$ cat config.mk
export PLATFORM = sky130hd
export DESIGN_NAME = alpha_unpremultiply_matte_unit
export DESIGN_NICKNAME = d
export VERILOG_FILES = /design/src/hw/rtl/aum_pkg.sv /design/src/hw/rtl/aum_front.sv /design/src/hw/rtl/aum_div_stage.sv /design/src/hw/rtl/aum_out.sv /design/src/hw/rtl/alpha_unpremultiply_matte_unit.sv
export VERILOG_INCLUDE_DIRS = /design/src /design/src/hw/rtl
export SDC_FILE = /design/constraint.sdc
export NUM_CORES = 2
export LEC_CHECK = 0
export ABC_AREA = 1
export BUFFER_PORTS_ARGS = -buffer_cell sky130_fd_sc_hd__buf_2
export CORE_UTILIZATION = 66
export CTS_BUF_LIST = sky130_fd_sc_hd__clkbuf_2
export DETAILED_ROUTE_END_ITERATION = 10
export PLACE_DENSITY = 0.83
export SLEW_MARGIN = 5
export SYNTH_ARGS = -nofsm -noshare
export SYNTH_HDL_FRONTEND = slang
export SYNTH_HIERARCHICAL = 1
export SYNTH_SLANG_ARGS = --single-unit
$ cat constraint.sdc
create_clock -name clock -period 12.9 [get_ports clock]
set_clock_uncertainty 0.05 [all_clocks]
set_input_delay 1.935 -clock clock [delete_from_list [all_inputs] [get_ports clock]]
set_output_delay 1.935 -clock clock [all_outputs]
set_load 0.1 [all_outputs]
$ cat src/hw/rtl/assert_macros.svh
// Assertion macros used by the top level of the alpha unpremultiply / matte unit.
`ifndef ASSERT_MACROS_SVH
`define ASSERT_MACROS_SVH

// Property that must hold at every clock edge outside reset.
`define AUM_ASSERT(lbl, prop, msg) \
   lbl: assert property (@(posedge clock) disable iff (reset) (prop)) else $error(msg);

// Same-cycle implication, checked outside reset.
`define AUM_ASSERT_IMPLY(lbl, cond, prop, msg) \
   lbl: assert property (@(posedge clock) disable iff (reset) (cond) |-> (prop)) \
      else $error(msg);

// Next-cycle implication, checked outside reset.
`define AUM_ASSERT_NEXT(lbl, cond, prop, msg) \
   lbl: assert property (@(posedge clock) disable iff (reset) (cond) |=> (prop)) \
      else $error(msg);

`endif

$ cat src/hw/rtl/aum_pkg.sv
// Package: types and constants of the alpha unpremultiply / matte unit.
package aum_pkg;

   localparam int unsigned ChanW   = 8;
   localparam int unsigned NumW    = 16;
   localparam int unsigned NumChan = 3;
   localparam int unsigned CsrIdxW = 2;
   localparam int unsigned CsrW    = 8;

   localparam logic [ChanW-1:0] CH_MAX     = 8'd255;
   localparam logic [NumW-1:0]  ROUND_HALF = 16'd127;

   typedef enum logic [CsrIdxW-1:0] {
      CSR_KEEP_ALPHA  = 2'd0,
      CSR_MATTE_RED   = 2'd1,
      CSR_MATTE_GREEN = 2'd2,
      CSR_MATTE_BLUE  = 2'd3
   } csr_index_type;

   typedef struct packed {
      logic [ChanW-1:0] in_red;
      logic [ChanW-1:0] in_green;
      logic [ChanW-1:0] in_blue;
      logic [ChanW-1:0] in_alpha;
   } req_type;

   typedef struct packed {
      logic [ChanW-1:0] out_red;
      logic [ChanW-1:0] out_green;
      logic [ChanW-1:0] out_blue;
      logic [ChanW-1:0] out_alpha;
   } rsp_type;

   // Channel 0 red, 1 green, 2 blue.
   typedef struct packed {
      logic                          keep_alpha;
      logic [NumChan-1:0][ChanW-1:0] matte;
   } cfg_type;

   typedef struct packed {
      logic [NumW-1:0]  rem;      // division remainder
      logic [ChanW-1:0] quo;      // quotient bits so far
      logic             sat;      // quotient would exceed 255
      logic [NumW-1:0]  mix_num;  // matte*(255-alpha)+127
      logic [ChanW-1:0] pix;      // premultiplied input channel
   } chan_type;

   typedef struct packed {
      logic                         keep_alpha;
      logic [ChanW-1:0]             alpha;
      logic [NumChan-1:0] [$bits(chan_type)-1:0] chan;
   } work_type;

endpackage

$ cat src/hw/rtl/aum_front.sv
// Front stage: numerators, saturation check and matte products.
module aum_front import aum_pkg::*; (
   input  logic     clock,
   input  logic     reset,
   input  logic     in_valid,
   input  req_type  in_data,
   input  cfg_type  cfg,
   output logic     in_ready,
   output logic     out_valid,
   output work_type out_data,
   input  logic     out_ready
);

   logic                          valid_ff;
   work_type                      work_ff;
   work_type                      work_in;
   logic [NumChan-1:0][ChanW-1:0] pix;
   logic [NumW-1:0]               num      [NumChan];
   logic [NumW-1:0]               mprod    [NumChan];
   chan_type                      ch       [NumChan];
   logic [ChanW-1:0]              inv_alpha;

   assign in_ready = !valid_ff || out_ready;

   always_comb begin
      pix[0]    = in_data.in_red;
      pix[1]    = in_data.in_green;
      pix[2]    = in_data.in_blue;
      inv_alpha = CH_MAX - in_data.in_alpha;
      work_in.keep_alpha = cfg.keep_alpha;
      work_in.alpha      = in_data.in_alpha;
      for (int i = 0; i < NumChan; i++) begin
         // c*255 + alpha/2, at most 65152
         num[i]   = ({pix[i], 8'h00} - {8'h00, pix[i]}) + {9'h000, in_data.in_alpha[7:1]};
         mprod[i] = 16'(cfg.matte[i]) * 16'(inv_alpha);
         ch[i].rem     = num[i];
         ch[i].quo     = '0;
         ch[i].sat     = (num[i] >= {in_data.in_alpha, 8'h00});
         ch[i].mix_num = mprod[i] + ROUND_HALF;
         ch[i].pix     = pix[i];
         work_in.chan[i] = ch[i];
      end
   end

   always_ff @(posedge clock) begin
      if (reset) begin
         valid_ff <= 1'b0;
      end else if (in_ready) begin
         valid_ff <= in_valid;
      end
   end

   always_ff @(posedge clock) begin
      if (in_ready && in_valid) begin
         work_ff <= work_in;
      end
   end

   assign out_valid = valid_ff;
   assign out_data  = work_ff;

endmodule

$ cat src/hw/rtl/aum_div_stage.sv
// Divider stage: two restoring steps per channel, quotient bits HI_BIT and HI_BIT-1.
module aum_div_stage import aum_pkg::*; #(
   parameter int unsigned HI_BIT = 7
) (
   input  logic     clock,
   input  logic     reset,
   input  logic     in_valid,
   input  work_type in_data,
   output logic     in_ready,
   output logic     out_valid,
   output work_type out_data,
   input  logic     out_ready
);

   localparam int unsigned LO_BIT = HI_BIT - 1;

   logic     valid_ff;
   work_type work_ff;
   work_type work_in;
   chan_type ch  [NumChan];
   logic [NumW-1:0] d_hi;
   logic [NumW-1:0] d_lo;

   assign in_ready = !valid_ff || out_ready;

   always_comb begin
      work_in = in_data;
      d_hi = {8'h00, in_data.alpha} << HI_BIT;
      d_lo = {8'h00, in_data.alpha} << LO_BIT;
      for (int i = 0; i < NumChan; i++) begin
         ch[i] = in_data.chan[i];
         if (ch[i].rem >= d_hi) begin
            ch[i].rem         = ch[i].rem - d_hi;
            ch[i].quo[HI_BIT] = 1'b1;
         end
         if (ch[i].rem >= d_lo) begin
            ch[i].rem         = ch[i].rem - d_lo;
            ch[i].quo[LO_BIT] = 1'b1;
         end
         work_in.chan[i] = ch[i];
      end
   end

   always_ff @(posedge clock) begin
      if (reset) begin
         valid_ff <= 1'b0;
      end else if (in_ready) begin
         valid_ff <= in_valid;
      end
   end

   always_ff @(posedge clock) begin
      if (in_ready && in_valid) begin
         work_ff <= work_in;
      end
   end

   assign out_valid = valid_ff;
   assign out_data  = work_ff;

endmodule

$ cat src/hw/rtl/aum_out.sv
// Output stage: matte composite, saturation, mode select and result register.
module aum_out import aum_pkg::*; (
   input  logic     clock,
   input  logic     reset,
   input  logic     in_valid,
   input  work_type in_data,
   output logic     in_ready,
   output logic     out_valid,
   output rsp_type  out_data,
   input  logic     out_ready
);

   logic                          valid_ff;
   rsp_type                       rsp_ff;
   rsp_type                       rsp_in;
   chan_type                      ch     [NumChan];
   logic [NumW:0]                 q_sum  [NumChan];
   logic [ChanW-1:0]              q_mix  [NumChan];
   logic [ChanW:0]                s_mix  [NumChan];
   logic [NumChan-1:0][ChanW-1:0] res;

   assign in_ready = !valid_ff || out_ready;

   always_comb begin
      for (int i = 0; i < NumChan; i++) begin
         ch[i] = in_data.chan[i];
         // x/255 as (x + x/256 + 1)/256, exact for x up to 65152
         q_sum[i] = {1'b0, ch[i].mix_num} + {9'h000, ch[i].mix_num[15:8]} + 17'd1;
         q_mix[i] = q_sum[i][15:8];
         s_mix[i] = {1'b0, ch[i].pix} + {1'b0, q_mix[i]};
         if (in_data.keep_alpha) begin
            if (in_data.alpha == 8'h00) begin
               res[i] = 8'h00;
            end else if (ch[i].sat) begin
               res[i] = CH_MAX;
            end else begin
               res[i] = ch[i].quo;
            end
         end else begin
            res[i] = s_mix[i][ChanW] ? CH_MAX : s_mix[i][ChanW-1:0];
         end
      end
      rsp_in.out_red   = res[0];
      rsp_in.out_green = res[1];
      rsp_in.out_blue  = res[2];
      rsp_in.out_alpha = in_data.keep_alpha ? in_data.alpha : CH_MAX;
   end

   always_ff @(posedge clock) begin
      if (reset) begin
         valid_ff <= 1'b0;
      end else if (in_ready) begin
         valid_ff <= in_valid;
      end
   end

   always_ff @(posedge clock) begin
      if (in_ready && in_valid) begin
         rsp_ff <= rsp_in;
      end
   end

   assign out_valid = valid_ff;
   assign out_data  = rsp_ff;

endmodule

$ cat src/hw/rtl/alpha_unpremultiply_matte_unit.sv
// Top level of the alpha unpremultiply / matte unit: registers, pipeline and checks.
//
// Takes one premultiplied RGBA8 pixel per beat and returns one pixel per beat, one pixel
// per clock sustained while rsp_stall is low. An accepted req beat passes through a
// front stage (numerators c*255+alpha/2 and matte products), four divider stages of two
// restoring quotient bits each for every channel, and an output stage that finishes the
// matte composite, saturates and selects the mode. Every stage holds its own valid bit and
// loads when it is empty or its successor takes its beat, so bubbles close up and a stalled
// rsp side only backs up the input once all six stages are full. keep_alpha=1 gives
// round(c*255/alpha) clamped at 255 (0 for zero alpha) with alpha passed through;
// keep_alpha=0 gives c + round(matte*(255-alpha)/255) clamped at 255 with alpha 255.
// Mode and matte color are sampled as a pixel enters; write the registers only while the
// unit is empty.
`include "assert_macros.svh"

module alpha_unpremultiply_matte_unit import aum_pkg::*; (
   input  logic               clock,
   input  logic               reset,
   // pixel in
   input  logic               req_valid,
   output logic               req_stall,
   input  req_type            req_data,
   // pixel out
   output logic               rsp_valid,
   input  logic               rsp_stall,
   output rsp_type            rsp_data,
   // register writes
   input  logic               csr_we,
   input  logic [CsrIdxW-1:0] csr_index,
   input  logic [CsrW-1:0]    csr_data
);

   localparam int unsigned NumDiv = 4;

   // configuration registers
   logic                          keep_alpha_ff;
   logic [NumChan-1:0][ChanW-1:0] matte_ff;
   cfg_type                       cfg;

   always_ff @(posedge clock) begin
      if (reset) begin
         keep_alpha_ff <= 1'b1;
         matte_ff      <= '0;
      end else if (csr_we) begin
         unique case (csr_index_type'(csr_index))
            CSR_KEEP_ALPHA:  keep_alpha_ff <= csr_data[0];
            CSR_MATTE_RED:   matte_ff[0]   <= csr_data;
            CSR_MATTE_GREEN: matte_ff[1]   <= csr_data;
            CSR_MATTE_BLUE:  matte_ff[2]   <= csr_data;
            default: ;
         endcase
      end
   end

   assign cfg.keep_alpha = keep_alpha_ff;
   assign cfg.matte      = matte_ff;

   // pipeline links: index 0 is front output, NumDiv is last divider output
   logic     link_valid [NumDiv+1];
   logic     link_ready [NumDiv+1];
   work_type link_data  [NumDiv+1];
   logic     front_ready;

   aum_front u_front (
      .clock     (clock),
      .reset     (reset),
      .in_valid  (req_valid),
      .in_data   (req_data),
      .cfg       (cfg),
      .in_ready  (front_ready),
      .out_valid (link_valid[0]),
      .out_data  (link_data[0]),
      .out_ready (link_ready[0])
   );

   assign req_stall = !front_ready;

   // quotient bits 7..0, two per stage
   for (genvar s = 0; s < NumDiv; s++) begin : g_div
      aum_div_stage #(
         .HI_BIT (ChanW - 1 - 2 * s)
      ) u_div (
         .clock     (clock),
         .reset     (reset),
         .in_valid  (link_valid[s]),
         .in_data   (link_data[s]),
         .in_ready  (link_ready[s]),
         .out_valid (link_valid[s+1]),
         .out_data  (link_data[s+1]),
         .out_ready (link_ready[s+1])
      );
   end

   aum_out u_out (
      .clock     (clock),
      .reset     (reset),
      .in_valid  (link_valid[NumDiv]),
      .in_data   (link_data[NumDiv]),
      .in_ready  (link_ready[NumDiv]),
      .out_valid (rsp_valid),
      .out_data  (rsp_data),
      .out_ready (!rsp_stall)
   );

   // checks
   `AUM_ASSERT(a_stall_only_when_full, !req_stall || (rsp_valid && rsp_stall), "input stalled while output free")
   `AUM_ASSERT_IMPLY(a_zero_alpha_black, rsp_valid && rsp_data.out_alpha == 8'h00, rsp_data.out_red == 8'h00 && rsp_data.out_green == 8'h00 && rsp_data.out_blue == 8'h00, "zero alpha gave nonzero color")
   `AUM_ASSERT_NEXT(a_front_holds_beat, link_valid[0] && !link_ready[0], link_valid[0], "front stage dropped a stalled beat")

endmodule
==> tab_implementation.tex <==
\begin{tabular}{lr}
\hline
Metric & Value \\
\hline
\multicolumn{2}{l}{\textbf{Run status}} \\
Result of the run & finished clean \\
\multicolumn{2}{l}{\textbf{Placement}} \\
Post-detail-place hpwl & 91,570 um \\
Input/output buffers & 80 \\
Gp weighted congestion & 0.9886 \\
Placement-stage cell area & 0.05288 mm\^{}2 \\
Worst slack after detailed placement & 6.252 ns \\
\multicolumn{2}{l}{\textbf{Timing}} \\
Minimum setup slack in the final design & 7.097 ns \\
Final hold slack & 0.3130 ns \\
Final hold vios & 0 \\
Timing-limited maximum frequency & 172.3 MHz \\
Total negative slack for setup checks & 0 ns \\
Final period util & 44.98\% \\
Clock period minus worst slack & 5.803 ns \\
Final Max Tran Viols & 0 \\
Number of endpoints failing setup at the final stage & 0 \\
Setup repair after global routing missed its margin & false \\
Pin slew with the least headroom to its limit & 1.057 ns \\
Relative slew slack & 29.56\% \\
\multicolumn{2}{l}{\textbf{Final layout}} \\
Layout cell share with drive strength beyond 1 & 12.03\% \\
Post-route standard cell area excluding fillers & 0.05472 mm\^{}2 \\
Number of fill cells in the layout & 6,013 \\
P\&R area growth vs syn & 6.179\% \\
Net count reported at finish & 6,539 \\
\multicolumn{2}{l}{\textbf{Floorplanning}} \\
Count of standard-cell rows & 102 \\
Top-Level Pins & 81 \\
Area of the core region & 0.07734 mm\^{}2 \\
Die Y-Extent & 281.4 um \\
X dimension of the die & 281.4 um \\
Effective utilization at floorplan & 66.63\% \\
Floorplan die area & 0.07920 mm\^{}2 \\
\multicolumn{2}{l}{\textbf{Worst setup path}} \\
Critical setup path kind & in -> out \\
Delay of the slowest cell on the worst path & 0.42 ns \\
Worst R2R End & g\_div[2].u\_div/out\_data[84]\$\_DFFE\_PP\_ \\
Flop2flop setup slack & 7.76 ns \\
Startpoint of the most critical register-to-register path & g\_div[1].u\_div/out\_data[148]\$\_DFFE\_PP\_ \\
Worst Setup End Kind & primary output \\
Worst endpoint data arrival time & 3.82 ns \\
Maximum fanout count along the critical path & 2 \\
CP required & 10.91 ns \\
Cell with the largest stage delay on the worst path & sky130\_fd\_sc\_hd\_\_buf\_2 \\
Launching element type of the critical path & input port \\
Cell seen most often among critical-path stages & sky130\_fd\_sc\_hd\_\_inv\_1 \\
Logic depth of the worst register-to-register path & 18 \\
Cell chain of the critical path & buf\_2, inv\_1, inv\_1, nand2\_1, inv\_1, nand2\_1, inv\_1, nand2\_1, inv\_1, nand2\_1, inv\_1, nand2\_1, inv\_1, nand2\_1, inv\_1, buf\_2 \\
\multicolumn{2}{l}{\textbf{Clock network}} \\
CTS tree & built \\
Number of cells upsized or downsized after cts & 0 \\
Clock tree sinks & 771 \\
CTS hold repair buffers & 0 \\
TritonCTS buffer count & 182 \\
Worst-case clock buffer depth & 3 \\
Post-CTS setup-driven buffer insertion count & 0 \\
Clock-pin slew on the worst setup and hold paths & 0.13 ns \\
Clock Root Buffer & sky130\_fd\_sc\_hd\_\_clkbuf\_2 \\
Depth of the CTS H-tree & 4 \\
Clk Latency, worst-skew pair & 1.44 ns \\
\multicolumn{2}{l}{\textbf{Power and ir drop}} \\
Pwr/cell area & 120.5 mW/mm\^{}2 \\
Worst voltage drop across the vdd grid & 66.84 uV \\
Leakage power figure & 25.72 nW \\
\multicolumn{2}{l}{\textbf{Job}} \\
Max-cap violation count & 0 \\
\multicolumn{2}{l}{\textbf{Min path}} \\
Hold WC Path Type & reg -> reg \\
Destination of the worst hold path & g\_div[1].u\_div/out\_data[81]\$\_DFFE\_PP\_ \\
Min-delay src & g\_div[0].u\_div/out\_data[81]\$\_SDFFCE\_PN1P\_ \\
Worst hold stages & 0 \\
\multicolumn{2}{l}{\textbf{Drt}} \\
Total via count after detailed routing & 38,680 \\
Wire length reported by the detailed router & 117,300 um \\
Number of iterations in the first detailed-routing pass & 6 \\
Starting DRT DRC Count & 3,287 \\
DRT antenna net count & 0 \\
DRC violation count after routing & 0 \\
Wire per inst & 16.42 um \\
Average vias per placed instance & 5.414 \\
\multicolumn{2}{l}{\textbf{Logic synthesis}} \\
Synthesized cell area & 0.05153 mm\^{}2 \\
Number of warnings printed during yosys synthesis & 6 \\
Avg Cell Area, Syn & 8.989 um\^{}2 \\
Synth Instances & 5,733 \\
\multicolumn{2}{l}{\textbf{Global route}} \\
Vias in the first global route & 36,590 \\
Largest net degree at the start of global routing & 85 \\
Total grt overflow & 0 \\
First-pass GRT wire length & 185,700 um \\
All-Layer GR Usage & 30.08\% \\
Initial antenna violation count & 7 \\
\hline
\end{tabular}
-- cell type report --
cell class | instances | area (um^2) | share of cell area (%)
clock inverter | 87 | 603.1 | 1.102
timing repair buffer | 89 | 467.9 | 0.8552
sequential | 771 | 22840 | 41.75
antenna | 3 | 7.507 | 0.01372
tap | 1040 | 1301 | 2.378
clock buffer | 245 | 1226 | 2.241
inverter | 935 | 3510 | 6.414
multi-input combinational | 3973 | 24760 | 45.25
-- how the worst max path moves through the flow --
stage | from | to | slack, ns | cells after the start
after floorplan | rsp_stall | g_div[0].u_div/out_data[0]$_DFFE_PP_ | 2.19 | 11
after detailed placement | req_data[2] | u_front/out_data[72]$_DFFE_PP_ | 6.25 | 17
final | rsp_stall | req_stall | 7.10 | 16
after CTS | rsp_stall | req_stall | 7.14 | 16
after global routing | rsp_stall | req_stall | 6.86 | 16
after global placement | req_data[2] | u_front/out_data[72]$_DFFE_PP_ | 6.34 | 17
-- worst max-delay path, delay by kind of cell --
family,cells,cell delay [ns]
buf+inv,10,1.29
simple gates,6,0.57
-- layer usage --
metal  vias to the layer above  GRT usage, %  routed length [um]
met5                         -             0                  13
met4                         2         11.91                3768
met3                       250         4.947                8882
met2                      1467         46.53               52320
met1                     17740         42.56               52290
li1                      19210             -                   -
-- cell usage in the layout, fill, tap and decap left out, types with 9 or more instances in the layout --
master,count
sky130_fd_sc_hd__clkinv_2,14
sky130_fd_sc_hd__fa_1,156
sky130_fd_sc_hd__nor2_2,34
sky130_fd_sc_hd__ha_1,384
sky130_fd_sc_hd__clkinv_1,58
sky130_fd_sc_hd__nand3_2,43
sky130_fd_sc_hd__buf_2,80
sky130_fd_sc_hd__nand3_4,12
sky130_fd_sc_hd__a21oi_2,15
sky130_fd_sc_hd__nor3_1,35
sky130_fd_sc_hd__edfxtp_1,740
sky130_fd_sc_hd__xor2_1,88
sky130_fd_sc_hd__nand2_2,105
sky130_fd_sc_hd__or2_2,36
sky130_fd_sc_hd__nand3b_1,38
sky130_fd_sc_hd__a31oi_1,10
sky130_fd_sc_hd__nand2_1,1497
sky130_fd_sc_hd__dfxtp_1,31
sky130_fd_sc_hd__a21boi_0,9
sky130_fd_sc_hd__xnor2_1,79
sky130_fd_sc_hd__a21o_1,10
sky130_fd_sc_hd__buf_4,9
sky130_fd_sc_hd__nand3_1,300
sky130_fd_sc_hd__o21ai_1,38
sky130_fd_sc_hd__nor2_1,491
sky130_fd_sc_hd__a21oi_1,199
sky130_fd_sc_hd__o21bai_1,17
sky130_fd_sc_hd__o21ai_0,143
sky130_fd_sc_hd__nand2_4,21
sky130_fd_sc_hd__o21ai_2,21
sky130_fd_sc_hd__or2_1,18
sky130_fd_sc_hd__nand4_1,85
sky130_fd_sc_hd__inv_2,40
sky130_fd_sc_hd__nor2_4,12
sky130_fd_sc_hd__clkbuf_2,245
sky130_fd_sc_hd__conb_1,24
sky130_fd_sc_hd__inv_1,891
sky130_fd_sc_hd__a21oi_4,10
-- sequential cells by signal (all words and copies together) (netlist names) --
name                   cells
cfg                       24
g_div.u_div/out_data     576
g_div.u_div/out_valid      4
keep_alpha_ff              1
u_front/out_data         132
u_front/out_valid          1
u_out/out_data            32
u_out/out_valid            1
-- metrics by stage --
stage,utilization (%),total power [mW],cells
5_1_grt,70.75,7.004,7143
6_report,70.75,6.591,7143
3_5_place_dp,68.37,4.956,6808
3_3_place_gp,68.37,4.887,6808
4_1_cts,70.74,6.611,7140
2_1_floorplan,-,4.566,5756
-- where the power goes --
part | switching [mW] | internal, mW | total [mW] | leakage (nW)
combinational | 1.20 | 0.676 | 1.88 | 17.3
clock | 0.994 | 0.659 | 1.65 | 1.32
sequential | 0.0889 | 2.97 | 3.06 | 7.07
total | 2.29 | 4.31 | 6.59 | 25.7
(Power assumes the default switching activity.)
